$ cat src/design/asa_pkg.sv
package asa_pkg;

    // default sizing
    localparam int ASA_MAX_BLOCKS   = 64;
    localparam int ASA_HEADER_BYTES = 8;

    // payload widths
    localparam int ADDR_W     = 32;
    localparam int FUNC_W     = 2;
    localparam int ALIGN_W    = 7;
    localparam int STATUS_W   = 3;
    localparam int LIVE_W     = 7;
    localparam int PAD_W      = 8;
    localparam int S_TDATA_W  = 72;
    localparam int M_TDATA_W  = 80;
    localparam int CFG_IDX_W  = 1;

    // request kinds
    localparam logic [FUNC_W-1:0] FUNC_ALLOC = 2'd0;
    localparam logic [FUNC_W-1:0] FUNC_FREE  = 2'd1;
    localparam logic [FUNC_W-1:0] FUNC_CLEAR = 2'd2;

    // status codes
    localparam logic [STATUS_W-1:0] ST_OK        = 3'd0;
    localparam logic [STATUS_W-1:0] ST_NO_SPACE  = 3'd1;
    localparam logic [STATUS_W-1:0] ST_ZERO_SIZE = 3'd2;
    localparam logic [STATUS_W-1:0] ST_BAD_ALIGN = 3'd3;
    localparam logic [STATUS_W-1:0] ST_FULL      = 3'd4;
    localparam logic [STATUS_W-1:0] ST_EMPTY     = 3'd5;
    localparam logic [STATUS_W-1:0] ST_NOT_TOP   = 3'd6;

    // configuration register indexes
    localparam logic [CFG_IDX_W-1:0] REG_REGION_BASE = 1'd0;
    localparam logic [CFG_IDX_W-1:0] REG_REGION_SIZE = 1'd1;

    // controller to datapath
    typedef struct packed {
        logic capture;   // latch the request on its transfer
        logic prep;      // read stack top, precompute address and padding
        logic commit;    // update state and load the result register
    } asa_cmd_t;

    // datapath to controller
    typedef struct packed {
        logic out_free;  // result register empty or draining this cycle
    } asa_stat_t;

endpackage

$ cat src/design/asa_ctrl.sv
module asa_ctrl
    import asa_pkg::*;
(
    input  logic      aclk,
    input  logic      aresetn,
    input  logic      s_tvalid,
    output logic      s_tready,
    input  asa_stat_t stat,
    output asa_cmd_t  cmd
);

    typedef enum logic [2:0] {
        S_IDLE = 3'b001,
        S_READ = 3'b010,
        S_EXEC = 3'b100
    } state_t;

    state_t state_reg, state_next;

    // next state
    always_comb begin
        state_next = state_reg;
        unique case (state_reg)
            S_IDLE: begin
                if (s_tvalid) begin
                    state_next = S_READ;
                end
            end
            S_READ: state_next = S_EXEC;
            S_EXEC: begin
                if (stat.out_free) begin
                    state_next = S_IDLE;
                end
            end
            default: state_next = S_IDLE;
        endcase
    end

    always_ff @(posedge aclk) begin
        if (!aresetn) begin
            state_reg <= S_IDLE;
        end else begin
            state_reg <= state_next;
        end
    end

    // commands
    assign s_tready    = (state_reg == S_IDLE);
    assign cmd.capture = (state_reg == S_IDLE) && s_tvalid;
    assign cmd.prep    = (state_reg == S_READ);
    assign cmd.commit  = (state_reg == S_EXEC) && stat.out_free;

endmodule

$ cat src/design/asa_datapath.sv
module asa_datapath
    import asa_pkg::*;
#(
    parameter int MAX_BLOCKS   = ASA_MAX_BLOCKS,
    parameter int HEADER_BYTES = ASA_HEADER_BYTES
) (
    input  logic                 aclk,
    input  logic                 aresetn,
    input  asa_cmd_t             cmd,
    output asa_stat_t            stat,
    input  logic [FUNC_W-1:0]    s_tuser,
    input  logic [S_TDATA_W-1:0] s_tdata,
    input  logic                 cfg_valid,
    output logic                 cfg_ready,
    input  logic [CFG_IDX_W-1:0] cfg_index,
    input  logic [ADDR_W-1:0]    cfg_data,
    output logic                 m_tvalid,
    input  logic                 m_tready,
    output logic [M_TDATA_W-1:0] m_tdata
);

    localparam int CNT_W = $clog2(MAX_BLOCKS + 1);
    localparam int IDX_W = (MAX_BLOCKS > 1) ? $clog2(MAX_BLOCKS) : 1;
    localparam int ENT_W = PAD_W + ADDR_W;
    localparam logic [CNT_W-1:0] CNT_MAX = CNT_W'(MAX_BLOCKS);
    localparam logic [PAD_W-1:0] HDR     = PAD_W'(HEADER_BYTES);

    // configuration
    logic [ADDR_W-1:0] base_reg, size_reg;

    // allocator state
    logic [ADDR_W-1:0] top_reg, top_next;
    logic [ADDR_W-1:0] used_reg, used_next;
    logic [CNT_W-1:0]  cnt_reg, cnt_next;

    // latched request
    logic [FUNC_W-1:0]  func_reg;
    logic [ADDR_W-1:0]  req_reg;
    logic [ALIGN_W-1:0] al_reg;
    logic [ADDR_W-1:0]  faddr_reg;

    // precomputed values and stack top
    logic [ADDR_W-1:0] addr_reg;
    logic [PAD_W-1:0]  adj_reg;
    logic [ENT_W-1:0]  rd_reg;

    // stack of padding and granted address per live block
    logic [ENT_W-1:0] stack_mem [MAX_BLOCKS];

    // result register
    logic                 m_tvalid_reg;
    logic [M_TDATA_W-1:0] m_tdata_reg;

    logic [ADDR_W-1:0]   addr_now;
    logic [ALIGN_W-1:0]  mask;
    logic [ALIGN_W-1:0]  adj0;
    logic [PAD_W-1:0]    need_up;
    logic [PAD_W-1:0]    adj_now;
    logic [CNT_W-1:0]    cnt_dec;
    logic [ADDR_W+1:0]   total;
    logic                bad_align;
    logic                wr_en;
    logic [ADDR_W-1:0]   granted;
    logic [STATUS_W-1:0] status;
    logic [ADDR_W-1:0]   pad32;
    logic [ADDR_W-1:0]   adj32;
    logic [ADDR_W-1:0]   boff;
    logic [CNT_W+LIVE_W-1:0] cnt_wide;

    // config write port
    assign cfg_ready = 1'b1;

    always_ff @(posedge aclk) begin
        if (!aresetn) begin
            base_reg <= '0;
            size_reg <= 32'd65536;
        end else if (cfg_valid) begin
            unique case (cfg_index)
                REG_REGION_BASE: base_reg <= cfg_data;
                REG_REGION_SIZE: size_reg <= cfg_data;
                default: ;
            endcase
        end
    end

    // request capture
    always_ff @(posedge aclk) begin
        if (cmd.capture) begin
            func_reg  <= s_tuser;
            req_reg   <= s_tdata[31:0];
            al_reg    <= s_tdata[38:32];
            faddr_reg <= s_tdata[70:39];
        end
    end

    // padding: forward adjust to the alignment, then whole steps until the header fits
    always_comb begin
        addr_now = base_reg + top_reg;
        mask     = al_reg - 1'b1;
        adj0     = (al_reg - (addr_now[ALIGN_W-1:0] & mask)) & mask;
        need_up  = (HDR - {1'b0, adj0}) + {1'b0, mask};
        if ({1'b0, adj0} < HDR) begin
            adj_now = {1'b0, adj0} + (need_up & ~{1'b0, mask});
        end else begin
            adj_now = {1'b0, adj0};
        end
    end

    // stack top read and precompute
    assign cnt_dec = cnt_reg - CNT_W'(1);

    always_ff @(posedge aclk) begin
        if (cmd.prep) begin
            addr_reg <= addr_now;
            adj_reg  <= adj_now;
            rd_reg   <= stack_mem[cnt_dec[IDX_W-1:0]];
        end
    end

    // request execution
    always_comb begin
        bad_align = (al_reg == '0) || ((al_reg & (al_reg - 1'b1)) != '0);
        adj32     = {{(ADDR_W-PAD_W){1'b0}}, adj_reg};
        pad32     = {{(ADDR_W-PAD_W){1'b0}}, rd_reg[ENT_W-1:ADDR_W]};
        boff      = faddr_reg - base_reg;
        total     = {2'b00, used_reg} + {2'b00, adj32} + {2'b00, req_reg};
        granted   = '0;
        status    = ST_OK;
        wr_en     = 1'b0;
        top_next  = top_reg;
        used_next = used_reg;
        cnt_next  = cnt_reg;
        unique case (func_reg)
            FUNC_ALLOC: begin
                priority if (req_reg == '0) begin
                    status = ST_ZERO_SIZE;
                end else if (bad_align) begin
                    status = ST_BAD_ALIGN;
                end else if (cnt_reg >= CNT_MAX) begin
                    status = ST_FULL;
                end else if (total > {2'b00, size_reg}) begin
                    status = ST_NO_SPACE;
                end else begin
                    granted   = addr_reg + adj32;
                    wr_en     = 1'b1;
                    cnt_next  = cnt_reg + CNT_W'(1);
                    top_next  = top_reg + adj32 + req_reg;
                    used_next = used_reg + adj32 + req_reg;
                end
            end
            FUNC_FREE: begin
                priority if (cnt_reg == '0) begin
                    status = ST_EMPTY;
                end else if (faddr_reg != rd_reg[ADDR_W-1:0]) begin
                    status = ST_NOT_TOP;
                end else begin
                    used_next = used_reg - ((top_reg - boff) + pad32);
                    top_next  = boff - pad32;
                    cnt_next  = cnt_dec;
                end
            end
            FUNC_CLEAR: begin
                top_next  = '0;
                used_next = '0;
                cnt_next  = '0;
            end
            default: ;
        endcase
    end

    // state update
    always_ff @(posedge aclk) begin
        if (!aresetn) begin
            top_reg  <= '0;
            used_reg <= '0;
            cnt_reg  <= '0;
        end else if (cmd.commit) begin
            top_reg  <= top_next;
            used_reg <= used_next;
            cnt_reg  <= cnt_next;
        end
    end

    // stack push
    always_ff @(posedge aclk) begin
        if (cmd.commit && wr_en) begin
            stack_mem[cnt_reg[IDX_W-1:0]] <= {adj_reg, granted};
        end
    end

    // result register
    assign cnt_wide = {{LIVE_W{1'b0}}, cnt_next};

    always_ff @(posedge aclk) begin
        if (!aresetn) begin
            m_tvalid_reg <= 1'b0;
        end else if (cmd.commit) begin
            m_tvalid_reg <= 1'b1;
        end else if (m_tready) begin
            m_tvalid_reg <= 1'b0;
        end
    end

    always_ff @(posedge aclk) begin
        if (cmd.commit) begin
            m_tdata_reg <= {6'b0, cnt_wide[LIVE_W-1:0], used_next, status, granted};
        end
    end

    assign stat.out_free = !m_tvalid_reg || m_tready;
    assign m_tvalid      = m_tvalid_reg;
    assign m_tdata       = m_tdata_reg;

endmodule

$ cat src/design/aligned_stack_allocator.sv
// Aligned stack allocator: a LIFO bump allocator over the region set by
// region_base and region_size. A request on the slave stream allocates
// (tuser 0), frees the top block (tuser 1) or clears everything (tuser 2),
// and every request answers with exactly one result transfer carrying the
// granted address, a status code and the current byte and block counts.
// After its request transfer, the read state does the registered read of
// the stack top and the address and padding precompute, then the execute
// state updates state and loads the result register. The execute state
// waits while the result register is still held by a stalled master. A
// new request is taken only in idle, once the last one has been executed.
// The next request is taken while a result waits.
// Configuration writes are taken at any time and must only come while no
// request is in flight.
module aligned_stack_allocator
    import asa_pkg::*;
#(
    parameter int MAX_BLOCKS   = ASA_MAX_BLOCKS,
    parameter int HEADER_BYTES = ASA_HEADER_BYTES
) (
    input  logic                 aclk,
    input  logic                 aresetn,
    // request stream
    input  logic                 s_tvalid,
    output logic                 s_tready,
    input  logic [S_TDATA_W-1:0] s_tdata,   // request_bytes[31:0], align_bytes[38:32],
                                            // free_address[70:39], zero[71]
    input  logic [FUNC_W-1:0]    s_tuser,   // func[1:0]
    // result stream
    output logic                 m_tvalid,
    input  logic                 m_tready,
    output logic [M_TDATA_W-1:0] m_tdata,   // block_address[31:0], status[34:32],
                                            // bytes_in_use[66:35], live_blocks[73:67],
                                            // zero[79:74]
    // register writes
    input  logic                 cfg_valid,
    output logic                 cfg_ready,
    input  logic [CFG_IDX_W-1:0] cfg_index,
    input  logic [ADDR_W-1:0]    cfg_data
);

    asa_cmd_t  cmd;
    asa_stat_t stat;

    // sequencer
    asa_ctrl u_ctrl (
        .aclk     (aclk),
        .aresetn  (aresetn),
        .s_tvalid (s_tvalid),
        .s_tready (s_tready),
        .stat     (stat),
        .cmd      (cmd)
    );

    // arithmetic, stack and result register
    asa_datapath #(
        .MAX_BLOCKS   (MAX_BLOCKS),
        .HEADER_BYTES (HEADER_BYTES)
    ) u_datapath (
        .aclk      (aclk),
        .aresetn   (aresetn),
        .cmd       (cmd),
        .stat      (stat),
        .s_tuser   (s_tuser),
        .s_tdata   (s_tdata),
        .cfg_valid (cfg_valid),
        .cfg_ready (cfg_ready),
        .cfg_index (cfg_index),
        .cfg_data  (cfg_data),
        .m_tvalid  (m_tvalid),
        .m_tready  (m_tready),
        .m_tdata   (m_tdata)
    );

endmodule

$ cat config.mk
export PLATFORM = sky130hd
export DESIGN_NAME = aligned_stack_allocator
export DESIGN_NICKNAME = d
export VERILOG_FILES = /design/src/design/asa_pkg.sv /design/src/design/asa_ctrl.sv /design/src/design/asa_datapath.sv /design/src/design/aligned_stack_allocator.sv
export SDC_FILE = /design/constraint.sdc
export NUM_CORES = 2
export LEC_CHECK = 0
export BUFFER_PORTS_ARGS = -buffer_cell sky130_fd_sc_hd__buf_2
export CAP_MARGIN = 20
export CELL_PAD_IN_SITES_DETAIL_PLACEMENT = 2
export CELL_PAD_IN_SITES_GLOBAL_PLACEMENT = 2
export CORE_UTILIZATION = 53
export DETAILED_ROUTE_END_ITERATION = 6
export HOLD_SLACK_MARGIN = 0.02
export PLACE_DENSITY = 0.82
export SLEW_MARGIN = 0
export SYNTH_ARGS = -nofsm -noshare
export SYNTH_HDL_FRONTEND = slang
export SYNTH_HIERARCHICAL = 1
export SYNTH_SLANG_ARGS = --single-unit
$ cat constraint.sdc
create_clock -name aclk -period 14.45 [get_ports aclk]
set_input_delay 2.1675 -clock aclk [delete_from_list [all_inputs] [get_ports aclk]]
set_output_delay 2.1675 -clock aclk [all_outputs]
set_load 0.01 [all_outputs]
==> metrics.md, run 1 <==
| Metric | Value |
|---|---|
| Count of cell types in the netlist | 105 |
| Cells after Synth | 6639 |
| EDFF count, synth | 2787 |
| Halt Stage | 3_5_place_dp |
| FFs w/ async S/R, synth | 0 |
| Cell Rows | 177 |
| # IOs | 195 |
| Status | did not finish |
| Post-synth top flop | edfxtp_1 |
| Syn Area/Cell | 18.8 um^2 |
| Top cell type's share of synthesized area | 0.672 |
| Die Ht | 487 um |
| # port buffers | 186 |
| Initial core utilization | 0.534 |
| Synth Cell Area | 125000 um^2 |
| Hpwl dp | 364000 um |
| Largest cells by area after synthesis | edfxtp_1 (67%), mux4_2 (15%), ha_1 (3.0%) |
| Seq/Total Area, Yosys | 0.694 |
| Error msg | [ERROR DPL-0033] detailed placement checks failed during check placement. |
| Post-synth top area cell | edfxtp_1 |
| Synth Register Bits | 2926 |
| Yosys warns | 6 |
| Gpl congestion | 0.917 |
| Die X | 487 um |
## per-stage QoR
stage          setup WS [ps]  std cells  hold WS [ps]
3_3_place_gp            5370       9836           449
2_1_floorplan           6070       6647           436
## cell usage after synthesis, drive strengths merged (111+ instances only)
master / instances
xor2: 111
mux4: 840
o21ai: 149
xnor2: 118
a21oi: 279
edfxtp: 2787
dfxtp: 139
nor2: 228
inv: 269
nand2: 267
clkbuf: 236
ha: 299
## kinds of logic after synthesis
group           Yosys count  share of synthesized area
flops                  2926                      0.694
mux                     875                      0.155
compound gates          843                     0.0449
simple gates            838                     0.0322
buf+inv                 565                     0.0176
fa+ha+maj               361                     0.0400
xor+xnor                229                     0.0162
other cells               2                  0.0000603
==> inputs of run 2 (changes only) <==
--- a/config.mk
+++ b/config.mk
@@ -7,12 +7,9 @@
 export LEC_CHECK = 0
 export BUFFER_PORTS_ARGS = -buffer_cell sky130_fd_sc_hd__buf_2
 export CAP_MARGIN = 20
-export CELL_PAD_IN_SITES_DETAIL_PLACEMENT = 2
-export CELL_PAD_IN_SITES_GLOBAL_PLACEMENT = 2
-export CORE_UTILIZATION = 53
+export CORE_UTILIZATION = 40
 export DETAILED_ROUTE_END_ITERATION = 6
-export HOLD_SLACK_MARGIN = 0.02
-export PLACE_DENSITY = 0.82
+export PLACE_DENSITY_LB_ADDON = 0.15
 export SLEW_MARGIN = 0
 export SYNTH_ARGS = -nofsm -noshare
 export SYNTH_HDL_FRONTEND = slang
==> run 2 against run 1 <==
  * Synthesized cell count stayed put
  * Synthesized area unchanged
  * The run now ends clean
==> metrics.md, run 2 <==
| Metric | Value |
|---|---|
| PnR worst setup slack | 4250 ps |
| Cell Chain, Critical Path | buf_4 -> fa_1 -> ha_1 -> fa_1 -> a211o_1 -> a21oi_1 -> a2bb2oi_1 -> a221oi_1 -> o21ai_0 -> a31oi_1 -> xnor2_1 -> ha_1 -> nand4_1 -> or4_1 -> nor4_1 -> mux2i_1 -> nand2_1 -> o21a_2 -> nand3_4 -> or4_1 -> nor2_4 -> buf_4 |
| Worst slack, placed | 4330 ps |
| Post-synthesis mux area share | 0.155 (unchanged) |
| DR iter-0 viols | 6614 |
| Slew Limit Fails | 0 |
| Metal2 WL | 171000 um |
| Top cell type's share of synthesized area | 0.672 (unchanged) |
| XOR/XNOR Fraction of Synth Area | 0.0162 (unchanged) |
| Worst skew pair latency | 940 ps |
| Most frequent cells in the layout | edfxtp_1 (2787), mux4_2 (840), clkbuf_16 (324) |
| Detailed Route WL | 357000 um |
| Full die area | 314000 um^2 |
| CTS sink count | 2926 |
| Worst-path clk slew | 60 ps |
| Clock tree buffer depth | 4 |
| Synth Cell Area | 125000 um^2 (unchanged) |
| Cts bufs inserted | 321 |
| Syn Area/Cell | 18.8 um^2 (unchanged) |
| Setup CP Type | flip-flop to flip-flop |
| Most common cell after layout, fill and taps aside | edfxtp_1 |
| Cell with the most instances after synthesis | edfxtp_1 |
| Met1 wire length | 152000 um |
| Residual DRC | 0 |
| Router iterations before antenna repair | 6 |
| Fin crit period | 10200 ps |
| Routed vias | 66167 |
| CP endpoint kind | flip-flop |
| Wire per inst | 31.3 um |
| Adder-cell share of the synthesized area | 0.0400 (unchanged) |
| Seq/Total Area, Yosys | 0.694 (unchanged) |
| R2R setup slack | 4250 ps |
| Hpwl dp | 219000 um (-40%) |
| Die Ht | 560 um (+15%) |
| Hold buffers post-CTS | 0 |
| Remaining Overflow, GRT | 0 |
| Area delta synth->final | 14.0% |
| # IOs | 195 (unchanged) |
| # port buffers | 186 (unchanged) |
| Critical-path top delay cell | or4_1 |
| Hold WS | 454 ps |
| Worst-margin pin slew | 1210 ps |
| Largest family of logic cells by synthesized area | multiplexers |
| Yosys warns | 6 (unchanged) |
| Critical Path AT | 10730 ps |
| Count of cell types in the netlist | 105 (unchanged) |
| CP max stage delay | 1130 ps |
| Max reg flops | 2560 |
| Crit share post-route | 0.706 |
| Startpoint Class | flip-flop |
| Cells after Synth | 6639 (unchanged) |
| Largest cells by area after synthesis | edfxtp_1 (67%), mux4_2 (15%), ha_1 (3.0%) |
| First-pass GRT wire length | 505000 um |
| RSZ-0062 raised after global routing | no |
| Initial core utilization | 0.403 (-0.132) |
| Synth Area in Compound Gates | 0.0449 (unchanged) |
| Post-synth top area cell | edfxtp_1 |
| Hold WC Path Type | flip-flop to flip-flop |
| CP Max Fanout | 67 |
| H-tree levels | 5 |
| Resized cells post-CTS | 0 |
| Core Box Area | 309000 um^2 |
| Post-synth top flop | edfxtp_1 |
| # nets final | 7510 |
| Initial antenna violation count | 14 |
| Total GRT Usage | 0.226 |
| Final Hold Fails | 0 |
| Routed vias/inst | 5.80 |
| P_leak | 46.3 nW |
| Post-Synth Simple-Gate Area | 0.0322 (unchanged) |
| Status | finished clean |
| VDD IR-drop max | 0.0899 mV |
| Data required, critical path | 14980 ps |
| Die X | 560 um (+15%) |
| EDFF count, synth | 2787 (unchanged) |
| Clock skew | 76.3 ps |
| Fill count | 26223 |
| Synth Register Bits | 2926 (unchanged) |
| FFs w/ async S/R, synth | 0 (unchanged) |
| Setup bufs post-CTS | 0 |
| Final setup viols | 0 |
| Cell Rows | 204 (+15%) |
| Largest net degree at the start of global routing | 135 |
| ANT nets after route | 0 |
| Vias in the first global route | 67615 |
| Slew headroom | 0.190 |
| CTS tree | built |
| FMAX | 0.0980 GHz |
| Cell Pwr Density | 128 nW/um^2 |
| Highest metal used | met5 |
| Gpl congestion | 0.881 (-4.0%) |
| Met3 Wirelength | 23500 um |
| Root buffer cell | clkbuf_16 |
| Max Cap Violations | 0 |
| Most frequent cells after synthesis | edfxtp_1 (2787), mux4_2 (840), ha_1 (299) |
| Layout cells sized above 1 | 0.253 |
| Setup TNS | 0 ps |
-- run 2: cell counts after synthesis --
Identical to the previous run, type by type.
-- run 2: final timing paths --
path                                        start                                endpoint  cells after the start
max               u_datapath/adj_reg[0]$_DFFE_PP_  u_datapath/stack_mem[22][25]$_DFFE_PP_                     22
min          u_datapath/size_reg[27]$_SDFFE_PN0P_    u_datapath/size_reg[27]$_SDFFE_PN0P_                      2
max reg2reg       u_datapath/adj_reg[0]$_DFFE_PP_  u_datapath/stack_mem[22][25]$_DFFE_PP_                     22
min reg2reg  u_datapath/size_reg[27]$_SDFFE_PN0P_    u_datapath/size_reg[27]$_SDFFE_PN0P_                      2
-- run 2: stage by stage --
step,util,instance area (um^2),cells,power (mW)
global placement,0.426,132000,10822,10.3
floorplan,-,125000,6647,10.1
finish,0.459,142000,11414,18.2
global route,0.459,142000,11411,18.8
CTS,0.459,142000,11404,18.3
detailed placement,0.426,132000,10829,10.3
-- run 2: power by group --
| part | switching [mW] | internal [mW] |
|---|---|---|
| clock network | 3.42 | 4.59 |
| registers | 0.0394 | 9.20 |
| logic | 0.583 | 0.359 |
-- run 2: routing by layer --
metal | GRT usage | vias to the layer above
met5 | 0 | -
met4 | 0.0617 | 2
met3 | 0.0371 | 484
met2 | 0.369 | 2373
met1 | 0.314 | 35494
li1 | - | 27814
-- run 2: cell families (layout without fill, tap and decap cells) --
kind of cell	Yosys count	in the layout
compound gates	843	843
xor+xnor	229	229
fa+ha+maj	361	361
buf+inv	565	1207
flops	2926	2926
mux	875	875
other cells	2	15
simple gates	838	838
-- run 2: worst max-delay path, delay by kind of cell, from the launching register on --
kind                     cells  cell delay (ps)
multiplexers                 1              160
buffers and inverters        2              960
AO/OA/AOI/OAI                7             2360
flip-flops                   1              350
AND/OR/NAND/NOR              7             4110
XOR/XNOR                     1              150
adder cells (fa/ha/maj)      4             1560
-- run 2: layout make-up --
class / count / area (um^2) / area share
sequential: 2926 / 86500 / 0.608
multi-input combinational: 3156 / 36800 / 0.259
timing repair buffer: 360 / 2470 / 0.0174
clock buffer: 398 / 8440 / 0.0594
antenna: 5 / 12.5 / 0.0000880
inverter: 272 / 1030 / 0.00722
tap: 4120 / 5150 / 0.0363
clock inverter: 177 / 1760 / 0.0124
Note: power is estimated with default switching activity, not from simulation.
